===== src/hw/rtl/bmrf_pkg.sv =====
// ----------------------------------------------------------------------------
// bmrf_pkg
// Shared types, codes and mask helper for the row range fill and probe bitmap.
// ----------------------------------------------------------------------------
package bmrf_pkg;

  localparam int unsigned WORD_SEL_W = 3;
  localparam int unsigned CFG_W      = 9;

  localparam logic [1:0] ACT_CLEAR = 2'd0;
  localparam logic [1:0] ACT_SET   = 2'd1;
  localparam logic [1:0] ACT_CHECK = 2'd2;

  localparam logic [0:0] CFG_ROWS_IN_USE = 1'b0;
  localparam logic [0:0] CFG_COLS_IN_USE = 1'b1;

  localparam logic [CFG_W-1:0] CFG_RESET_VAL = 9'd256;

  typedef enum logic [1:0] {
    CMD_NONE,
    CMD_CLEAR,
    CMD_SET,
    CMD_CHECK
  } cmd_kind_e;

  typedef struct packed {
    cmd_kind_e             kind;
    logic                  rejected;
    logic [7:0]            row;
    logic [WORD_SEL_W-1:0] wlo;
    logic [WORD_SEL_W-1:0] whi;
    logic [5:0]            lo_bit;
    logic [5:0]            hi_bit;
  } cmd_t;

  typedef struct packed {
    logic hit;
    logic rejected;
  } res_t;

  // Columns run MSB first: keep bits lo_bit..hi_bit counted from bit 63 down.
  function automatic logic [63:0] range_mask(input logic       is_first,
                                             input logic       is_last,
                                             input logic [5:0] lo_bit,
                                             input logic [5:0] hi_bit);
    logic [5:0] s;
    logic [5:0] e;
    s = is_first ? lo_bit : 6'd0;
    e = is_last ? hi_bit : 6'd63;
    return ({64{1'b1}} >> s) & ({64{1'b1}} << (6'd63 - e));
  endfunction

endpackage


===== src/hw/rtl/bmrf_front.sv =====
// ----------------------------------------------------------------------------
// bmrf_front
// Bounds test and decode of a request into a word-level command.
// ----------------------------------------------------------------------------
module bmrf_front #(
  parameter int unsigned MAX_ROWS      = 256,
  parameter int unsigned WORDS_PER_ROW = 4
) (
  input  logic [1:0]         action_i,
  input  logic [7:0]         row_i,
  input  logic [7:0]         first_col_i,
  input  logic [8:0]         end_col_i,
  input  logic [8:0]         rows_in_use_i,
  input  logic [8:0]         cols_in_use_i,
  output bmrf_pkg::cmd_t     cmd_o
);
  import bmrf_pkg::*;

  localparam logic [12:0] MaxRowsV   = 13'(MAX_ROWS);
  localparam logic [12:0] TotalColsV = 13'(64 * WORDS_PER_ROW);

  logic       row_ok;
  logic       first_ok;
  logic       end_ok;
  logic [8:0] end_m1;

  assign row_ok   = ({1'b0, row_i} < rows_in_use_i) && (13'(row_i) < MaxRowsV);
  assign first_ok = ({1'b0, first_col_i} < cols_in_use_i)
                    && (13'(first_col_i) < TotalColsV);
  assign end_ok   = (end_col_i <= cols_in_use_i) && (13'(end_col_i) <= TotalColsV);
  assign end_m1   = end_col_i - 9'd1;

  always_comb begin
    cmd_o          = '0;
    cmd_o.row      = row_i;
    cmd_o.wlo      = {1'b0, first_col_i[7:6]};
    cmd_o.whi      = end_m1[8:6];
    cmd_o.lo_bit   = first_col_i[5:0];
    cmd_o.hi_bit   = end_m1[5:0];
    cmd_o.kind     = CMD_NONE;
    cmd_o.rejected = 1'b0;
    case (action_i)
      ACT_CLEAR: begin
        cmd_o.kind = CMD_CLEAR;
      end
      ACT_SET: begin
        if (!(row_ok && first_ok && end_ok)) begin
          cmd_o.rejected = 1'b1;
        end else if (end_col_i > {1'b0, first_col_i}) begin
          cmd_o.kind = CMD_SET;
        end
      end
      ACT_CHECK: begin
        if (row_ok && first_ok) begin
          cmd_o.kind = CMD_CHECK;
        end else begin
          cmd_o.rejected = 1'b1;
        end
      end
      default: begin
        cmd_o.rejected = 1'b1;
      end
    endcase
  end

endmodule


===== config.mk =====
export PLATFORM = sky130hd
export DESIGN_NAME = bmrf_front
export DESIGN_NICKNAME = d
export VERILOG_FILES = /design/src/hw/rtl/bmrf_pkg.sv /design/src/hw/rtl/bmrf_front.sv
export SDC_FILE = /design/constraint.sdc
export NUM_CORES = 1
export LEC_CHECK = 0
export BUFFER_PORTS_ARGS = -buffer_cell sky130_fd_sc_hd__buf_2
export CELL_PAD_IN_SITES_DETAIL_PLACEMENT = 0
export CELL_PAD_IN_SITES_GLOBAL_PLACEMENT = 1
export CORE_MARGIN = 2
export CORE_UTILIZATION = 31
export DETAILED_ROUTE_END_ITERATION = 6
export PLACE_DENSITY = 0.9
export SYNTH_ARGS = -nofsm -noshare
export SYNTH_HDL_FRONTEND = slang
export SYNTH_SLANG_ARGS = --single-unit

===== constraint.sdc =====
create_clock -name vclk -period 3.75
set_input_delay 0.1875 -clock vclk [all_inputs]
set_output_delay 0.1875 -clock vclk [all_outputs]
set_load 0.05 [all_outputs]

### Word level (Yosys, flattened, before mapping)

Cells that the tools add are included.

| storage, ports and cells | value |
|---|---|
| register bits after elaboration | 0 |
| logic and storage cells | 19 |

| operators by class | value |
|---|---|
| mux-type cells | 7 |
| magnitude comparators | 5 |
| equal/unequal tests | 2 |
| $add $sub $neg | 1 |
| reduce and logical (&&, ||, !) cells | 4 |

Operators with widths:

| cell | number |
|---|---|
| less-than comparator 8 x 9 -> 1 bit | 2 |
| > comparator 9 x 8 -> 1 bit | 1 |
| <= comparator 9 bit | 1 |
| <= comparator 9 bit (second input constant) | 1 |
| subtractor 9 x 1 -> 9 bit (second input constant) | 1 |
| 2-to-1 mux 2 bit | 3 |
| case mux 2 bit (3 select lines) | 1 |
| logical AND 1 bit | 3 |
| case mux 1 bit (3 select lines) | 1 |
| equality test 2 x 1 -> 1 bit (second input constant) | 1 |
| equality test 2 bit (second input constant) | 1 |
| logical NOT 2 bit | 1 |
| 2-to-1 mux 1 bit | 2 |

### Depth between registers and ports, before layout

| logic depth | value |
|---|---|
| depth after elaboration | 5 |
| depth in mapped cells | 8 |
| mapped depth without buffers | 8 |

### Worst setup path before layout

No wires, ideal clock.

| timing | value |
|---|---|
| kind | input port to output port |
| from | in end_col_i[0] |
| to | out cmd_o[28] (netlist bit) |
| required time | 3.562 ns |
| path buffers | 0 |
| path slack | 1.093 ns |
| data arrival time | 2.469 ns |
| stages on the path | 7 |
| path through | inv_1 ha_1 nand3_2 or3_4 a221oi_2 nand4_1 a21oi_1 |

RTL lines:

| element | line | text |
|---|---|---|
| from (decl) | bmrf_front.sv:12 | `input logic [8:0] end_col_i,` |
| to (decl) | bmrf_front.sv:15 | `output bmrf_pkg::cmd_t cmd_o` |

==> run_results.csv <==
group,metric,value,unit
drt,viasPerCell,4.59,
floorplanning,dieArea,3930,um^2
finish,nClkBuffers,0,
drt,ant_nets,0,
finish,drive_above_1_share,38.4,%
synthesis,syn_area_per_cell,7.26,um^2
place,numPortBuffers,73,
drt,vias,1142,
finish,nNetsFinal,282,
sta,finalHoldViolations,0,
finish,final_cell_mix,"73 x buf_2, 32 x ha_1, 28 x inv_1, 10 x a21oi_1, 9 x o21ai_0",
clocking,cts_resized,0,
clocking,ctsHoldBuffers,0,
sta,rsz0062_at_grt,"false",
drt,dr.pass1.iters,4,
synthesis,yosysTopAreaCellShare,37.5,%
drt,wl_per_cell,9.45,um
grt,grt_pass1_wl,3810,um
sta,final.setup.worst_slack,1.40,ns
finish,final-seq-area,0,um^2
place,dp_hpwl,2240,um
sta,maxSlewViolCount,0,
synthesis,yosysSeqAreaShare,0,%
min_path,min_path_type,"in2out",
flow_run,drv_cap,0,
sta,tns,0,ns
drt,drc,0,
grt,grt_pass1_vias,971,
floorplanning,fp-row-count,21,
finish,final_common_cell,"buf_2",
floorplanning,die_w,62.7,um
grt,antenna_found_initial,0,
sta,max_freq,425,MHz
place,pre_cts_ws,1.40,ns
synthesis,yosysTopAreaCell,"ha_1",
place,place.gp.congestion,0.765,
floorplanning,io_pins,74,
finish,nFillCells,394,
synthesis,yosysWarningCount,0,
critical_path,required,3.56,ns
grt,grt_remaining_overflow,0,
critical_path,crit_arrival,2.17,ns
power_and_ir_drop,p_leak,0.827,nW
synthesis,synthCells,147,
floorplanning,die_h,62.7,um
synthesis,synthesis.nets,224,
power_and_ir_drop,pwr_density_cell,150,nW/um^2
finish,syn2layout_area_growth,27.7,%
synthesis,synthTopCellsByArea,"ha_1 38%, buf_4 12%, inv_1 9.8%, a21oi_1 4.7%, o21ai_0 4.2%",
grt,grt_max_degree,7,
sta,setup_violations,0,
drt,drt_iter0_markers,29,
finish,multi_input_area,835,um^2
synthesis,netlist_area,1070,um^2
finish,flops_and_latches,0,
sta,fin_crit_sh,62.8,%
critical_path,end_kind,"output port",
floorplanning,start_util,32.2,%
power_and_ir_drop,ir_drop,0.0643,mV
floorplanning,core,3310,um^2
grt,grt.total_usage,10.9,%
run_status,status,"completed",
critical_path,critPathKind,"in2out",
sta,layout_min_cycle_time,2.35,ns
critical_path,crit_path_start_kind,"primary input",
drt,wl,2350,um
clocking,cts_setup_buffers,0,
synthesis,synth_cell_types,28,
finish,antenna_cells,0,
critical_path,worstPathMaxFanout,5,
min_path,holdPathStages,2,
finish,finish.utilization,41.2,%
-- final timing paths --
check	start	to	slack [ns]
max	end_col_i[6]	cmd_o[28]	1.40
min	row_i[0]	cmd_o[18]	0.68
-- per-stage QoR --
stage | cell area [um^2] | hold slack, ns | power, mW | std cells
after floorplan | 1070 | 0.542 | 0.155 | 147
after global placement | 1360 | 0.678 | 0.205 | 249
final | 1360 | 0.678 | 0.205 | 249
after global routing | 1360 | 0.685 | 0.226 | 249
after CTS | 1360 | 0.679 | 0.208 | 249
after detailed placement | 1360 | 0.679 | 0.207 | 249
-- layer usage --
metal  track usage [%]  up-vias  share of wire [%]
met2              19.0       43                 48
met4                 0        0                  0
met1              15.4      489                 45
met5                 0        -                  0
met3              1.26        0                7.4
li1                  -      610                  -
-- critical path, stage by stage --
cell and delay (ns):
buf_2 0.14, ha_1 0.32, a211oi_2 0.22, nor2_1 0.07, a2111o_1 0.39, a221oi_2 0.26, nand4_1 0.13, a21oi_1 0.17
buf_2 0.28
-- cell type report --
class | count | area share, %
inverter | 28 | 7.71
multi-input combinational | 102 | 61.2
tap | 46 | 4.22
timing repair buffer | 73 | 26.8
-- logic make-up (layout without fill, tap and decap cells) --
kind of cell / count (synthesis) / in the layout / share of synthesized area [%]
xor+xnor: 6 / 6 / 4.92
fa+ha+maj: 32 / 32 / 37.5
buf+inv: 45 / 101 / 21.8
compound gates: 32 / 32 / 19.6
other cells: 1 / 1 / 0.351
simple gates: 31 / 31 / 15.8
-- synth_stat cells, drive strengths merged (4+ instances only) --
| library cell | n |
|---|---|
| a211oi | 4 |
| a21oi | 10 |
| buf | 17 |
| ha | 32 |
| inv | 28 |
| nand2 | 6 |
| nand3 | 6 |
| nand4 | 4 |
| nor2 | 8 |
| o21ai | 9 |
-- power breakdown --
group          internal [mW]  switching (mW)  total, mW
combinational         0.0678           0.137      0.205
clock                      0               0          0
sequential                 0               0          0
total                 0.0678           0.137      0.205
(Power assumes the default switching activity.)
