## config.mk

```make
export PLATFORM = sky130hd
export DESIGN_NAME = bmrf_fifo
export DESIGN_NICKNAME = d
export VERILOG_FILES = /design/src/hw/rtl/bmrf_fifo.sv
export SDC_FILE = /design/constraint.sdc
export NUM_CORES = 1
export LEC_CHECK = 0
export ABC_AREA = 1
export BUFFER_PORTS_ARGS = -buffer_cell sky130_fd_sc_hd__buf_4
export CORE_AREA = 4 4 41 43
export CTS_CLUSTER_SIZE = 8
export DETAILED_ROUTE_END_ITERATION = 10
export DIE_AREA = 0 0 45 47
export PLACE_DENSITY = 0.49
export REMOVE_ABC_BUFFERS = 1
export SYNTH_ARGS = -nofsm -noshare
export SYNTH_HDL_FRONTEND = slang
export SYNTH_SLANG_ARGS = --single-unit
```

## constraint.sdc

```tcl
create_clock -name clk_i -period 2.7 [get_ports clk_i]
set_input_delay 0.54 -clock clk_i [delete_from_list [all_inputs] [get_ports clk_i]]
set_output_delay 0.54 -clock clk_i [all_outputs]
set_load 0.01 [all_outputs]
```

## src/hw/rtl/bmrf_fifo.sv

```systemverilog
// ----------------------------------------------------------------------------
// bmrf_fifo
// Small synchronous queue with full and empty flags.
// ----------------------------------------------------------------------------
module bmrf_fifo #(
  parameter int unsigned W     = 2,
  parameter int unsigned DEPTH = 2
) (
  input  logic         clk_i,
  input  logic         rst_ni,
  input  logic         push_i,
  input  logic [W-1:0] data_i,
  output logic         full_o,
  input  logic         pop_i,
  output logic [W-1:0] data_o,
  output logic         empty_o
);

  localparam int unsigned PW = (DEPTH > 1) ? $clog2(DEPTH) : 1;
  localparam int unsigned CW = $clog2(DEPTH + 1);

  logic [W-1:0]  slot_q [DEPTH];
  logic [PW-1:0] wr_ptr_q;
  logic [PW-1:0] rd_ptr_q;
  logic [CW-1:0] count_q;
  logic          do_push;
  logic          do_pop;

  assign full_o  = (count_q == CW'(DEPTH));
  assign empty_o = (count_q == '0);
  assign do_push = push_i && !full_o;
  assign do_pop  = pop_i && !empty_o;
  assign data_o  = slot_q[rd_ptr_q];

  always_ff @(posedge clk_i) begin
    if (do_push) begin
      slot_q[wr_ptr_q] <= data_i;
    end
  end

  always_ff @(posedge clk_i or negedge rst_ni) begin
    if (!rst_ni) begin
      wr_ptr_q <= '0;
      rd_ptr_q <= '0;
      count_q  <= '0;
    end else begin
      if (do_push) begin
        wr_ptr_q <= (wr_ptr_q == PW'(DEPTH - 1)) ? '0 : wr_ptr_q + PW'(1);
      end
      if (do_pop) begin
        rd_ptr_q <= (rd_ptr_q == PW'(DEPTH - 1)) ? '0 : rd_ptr_q + PW'(1);
      end
      if (do_push && !do_pop) begin
        count_q <= count_q + CW'(1);
      end else if (do_pop && !do_push) begin
        count_q <= count_q - CW'(1);
      end
    end
  end

endmodule

```

**Yosys cells after proc, flatten, opt, wreduce, memory -nomap -nowiden**

Memory sizes are Yosys's and may differ from the RTL's.
Index checks and enable logic that the tools add are counted.

- Bits in registers: 4
- Memory bits (writable): 4
- Bits of input ports: 6
- Memories: 1

- Add/subtract/negate cells: 4
- Reductions and logical operators: 10
- Equality and inequality tests: 1
- Mux-type cells: 6

Memories:

| name | words | bits a word | read ports | clocked after memory_dff | write ports | RTL line | text |
|---|---|---|---|---|---|---|---|
| slot_q | 2 | 2 | 1 | 0 | 1 | 22 | `logic [W-1:0] slot_q [DEPTH];` |

Operator list:

| kind | number |
|---|---|
| logical AND 1 bit | 4 |
| zero test 1 bit | 4 |
| 2-to-1 mux 1 bit | 4 |
| 2-to-1 mux 2 bit | 2 |
| adder 1 bit, second input constant | 2 |
| adder 2 x 1 -> 2 bit, second input constant | 1 |
| equality test 2 bit, second input constant | 1 |
| zero test 2 bit | 1 |
| nonzero test 2 bit | 1 |
| subtractor 2 x 1 -> 2 bit, second input constant | 1 |

**Logic depth before layout (Yosys ltp)**

- Depth after elaboration: 7
- Depth in mapped cells: 9

**Worst setup path after synthesis**

Ideal clock, no wire load.

- Path type: reg2reg
- Start: reg count_q[0]
- End: reg count_q[1]
- Slack: 1.370 ns
- Arrival: 1.213 ns
- Path buffers: 0
- Required time: 2.583 ns
- Stages on the path, launching flop included: 8
- Library setup time: 0.117 ns
- Path through: dfrtp_1 -> nor2_2 -> nor2_2 -> ha_1 -> inv_1 -> nand3_1 -> nand2_1 -> nand2_1

- Word-level cells in the longest chain between the ends: 6
- Elaborated cells between the ends (all ways): 15

RTL lines:

| what | RTL line | text |
|---|---|---|
| start: declaration | 25 | `logic [CW-1:0] count_q;` |
| start signal: assignment | 54 | `count_q <= count_q + CW'(1);` |
| start signal: assignment | 56 | `count_q <= count_q - CW'(1);` |
| equality test 2 bit (*) | 29 | `assign full_o = (count_q == CW'(DEPTH));` |
| net full_o | 13 | `output logic full_o,` |
| zero test 1 bit (*) | 31 | `assign do_push = push_i && !full_o;` |
| logical AND 1 bit (*) | 31 |  |
| net do_push | 26 | `logic do_push;` |
| zero test 1 bit | 55 | `end else if (do_pop && !do_push) begin` |
| logical AND 1 bit | 55 |  |
| nonzero test 2 bit (no source line) | - |  |

Mark *: on every way through the listed nets, which the timed path passes. The rest lies on a longest branch. The select of a mux whose other input is x is not followed.
A chain may end at the register's enable or synchronous reset.

**Final worst setup path**

- Start: reg count_q[0]
- End: out full_o

- Word-level cells in the longest chain between the ends: 1

RTL lines:

| what | RTL line |
|---|---|
| equality test 2 bit | 29 |
| end: declaration | 13 |

No other way between the ends.

==> results.py <==
metrics = {
    "timing": {
        "finalHoldViolations": 0,
        "slew_headroom_pct": 83.0,
        "setup_viol": 0,
        "holdWs_ps": 74.7,
        "fin_skew_ps": 9.77,
        "post-route-worst-setup-slack_ps": 1160,
        "rsz0062_at_grt": "false",
        "clock.fmax_mhz": 648,
        "fin_crit_ps": 1540,
        "fin_crit_sh_pct": 57.2,
        "tightest_slew_ps": 253,
        "report.final.slew_viol_count": 0,
        "setup_tns_ps": 0,
    },
    "place": {
        "place_ws_ps": 1240,
        "dp_hpwl_um": 538,
        "place_area_um2": 463,
        "dp_cells": 66,
        "place.gp.congestion": 0.676,
        "io_buffers": 9,
    },
    "grt": {
        "overflow": 0,
        "grt_usage_pct": 8.11,
        "grt_pass1_vias": 304,
        "grt_pass1_wl_mm": 1.21,
        "grt_max_degree": 8,
        "antenna_found_initial": 0,
    },
    "synthesis": {
        "synth_top_cell_by_area": "edfxtp_1",
        "synth_top_cell_area_share_pct": 31.9,
        "netlist_area_um2": 377,
        "avgSynthCellArea_um2": 8.97,
        "synth_area_leaders": "edfxtp_1, dfrtp_1, nand2_1, inv_1, ha_1",
        "yosysUniqueCellTypes": 12,
        "synthCells": 42,
        "ys_seq_elements": 8,
        "synth_warnings": 0,
        "seq_area_frac_synth_pct": 58.5,
    },
    "worst_setup_path": {
        "critical_path_buf_inv_count": 1,
        "cp_max_fo": 7,
        "reg2regPathDepth": 6,
        "reg2reg_to": "count_q[1]",
        "worstPathArrival_ps": 1000,
        "start_kind": "flop",
        "cpPeakStageDelay_ps": 450,
        "reg2reg_slack_ps": 1290,
        "crit_slowest_cell": "dfrtp_1",
        "path_delay_family": "flip-flops",
        "end_kind": "output port",
        "cp_data_required_time_ps": 2160,
        "reg2reg_from": "count_q[0]",
        "crit_chain": "nor2_2 > buf_4",
        "crit_type": "reg2out",
    },
    "routing": {
        "highest_layer": "met4",
        "dr_wl_met2_um": 285,
        "remaining_drc_errors": 0,
        "first_pass_iters": 2,
        "drt_iter0_drc": 3,
        "dr_wl_met3_um": 39,
        "routed_wl_um": 650,
        "detail-route-antenna-nets": 0,
        "vias": 296,
        "wire_per_inst_um": 9.29,
        "m1WireLength_um": 315,
        "viasPerCell": 4.23,
    },
    "finish": {
        "postLayoutCellArea_um2": 489,
        "multi_input_area_um2": 126,
        "regArea_um2": 220,
        "final_cells": 70,
        "layout.nets": 63,
        "layout-drive-gt1-share_pct": 25.5,
        "antennaDiodeCount": 0,
        "areaGrowthSynthToFinish_pct": 29.9,
        "fillCellCount": 151,
    },
    "clocking": {
        "cts_num_sinks": 8,
        "clkSlewWorstSetupHoldPaths_ps": 50,
        "cts_tree": "yes",
        "clockBufferDepth": 2,
        "cts_inserted_buffers": 3,
        "cts_hold_buf": 0,
        "insertion_delay_ps": 260,
        "htreeDepth": 1,
        "root_buffer": "clkbuf_4",
        "post_cts_buffers": 0,
        "cts_resized": 0,
    },
    "hold_path": {
        "hold_path.class": "in2async",
    },
    "outcome": {
        "status": "finished clean",
    },
    "power_and_ir_drop": {
        "power_density_nw_per_um2": 1090,
        "p_leak_nw": 0.254,
        "vdd_drop_max_uv": 489,
    },
    "job": {
        "maxCapViolations": 0,
    },
    "floorplan": {
        "start_util_pct": 28.9,
        "coreArea_um2": 1300,
        "die_y_um": 47,
        "die_w_um": 45,
        "dieArea_um2": 2120,
        "io_pins": 10,
        "fp-row-count": 13,
    },
}
[cell usage in the layout, fill, tap and decap left out]
cell,netlist,layout
buf_4,0,9
nor2_2,2,2
xnor2_1,1,1
nand3_1,1,1
clkbuf_1,0,1
edfxtp_1,4,4
nand4_1,1,1
o21ai_0,2,2
ha_1,1,1
nand2_1,15,15
inv_1,8,8
nor2_1,2,2
dfrtp_1,4,4
nand3b_1,1,1
clkbuf_4,0,3
[cells in the mapped netlist]
cell type  number
dfrtp_1         4
edfxtp_1        4
ha_1            1
inv_1           8
nand2_1        15
nand3_1         1
nand3b_1        1
nand4_1         1
nor2_1          2
nor2_2          2
o21ai_0         2
xnor2_1         1
[how the worst max path moves through the flow]
stage / startpoint / to / cells after the start
after global placement: push_i / count_q[1] / 8
after CTS: count_q[0] / full_o / 2
after detailed placement: push_i / count_q[1] / 8
final: count_q[0] / full_o / 2
after floorplan: count_q[0] / count_q[1] / 7
after global routing: count_q[0] / empty_o / 2
[flip-flops by register name, indices dropped and copies added, names as in the netlist]
register and cells:
rd_ptr_q 1, count_q 2, wr_ptr_q 1, slot_q 4
[routing by layer]
metal | vias up | GRT usage (%)
met2 | 7 | 11.9
met4 | 0 | 5.26
li1 | 159 | -
met1 | 128 | 10.5
met5 | - | 0
met3 | 2 | 2.30
[metrics by stage]
stage	utilization, %	total power [W]
global placement	35.6	0.000441
detailed placement	35.6	0.000443
CTS	37.6	0.000545
global route	37.6	0.000593
finish	37.6	0.000534
floorplan	-	0.000356
[final cells by class]
type | count | area share, %
clock buffer | 4 | 5.37
tap | 15 | 3.84
multi-input combinational | 26 | 25.8
sequential | 8 | 45.0
timing repair buffer | 9 | 13.8
inverter | 8 | 6.14
[power breakdown]
part	total (W)	internal [W]	switching [W]
registers	0.000213	0.000177	0.0000360
clock network	0.0000985	0.0000566	0.0000419
logic	0.000222	0.000102	0.000120
total	0.000534	0.000335	0.000198
[logic make-up (layout without fill, tap and decap cells)]
family,after synthesis,in the layout,share of synthesized area (%)
simple gates,22,22,25.2
flops,8,8,58.5
buf+inv,8,21,7.97
compound gates,2,2,2.66
fa+ha+maj,1,1,3.32
xor+xnor,1,1,2.33
Note: power is estimated with default switching activity, not from simulation.
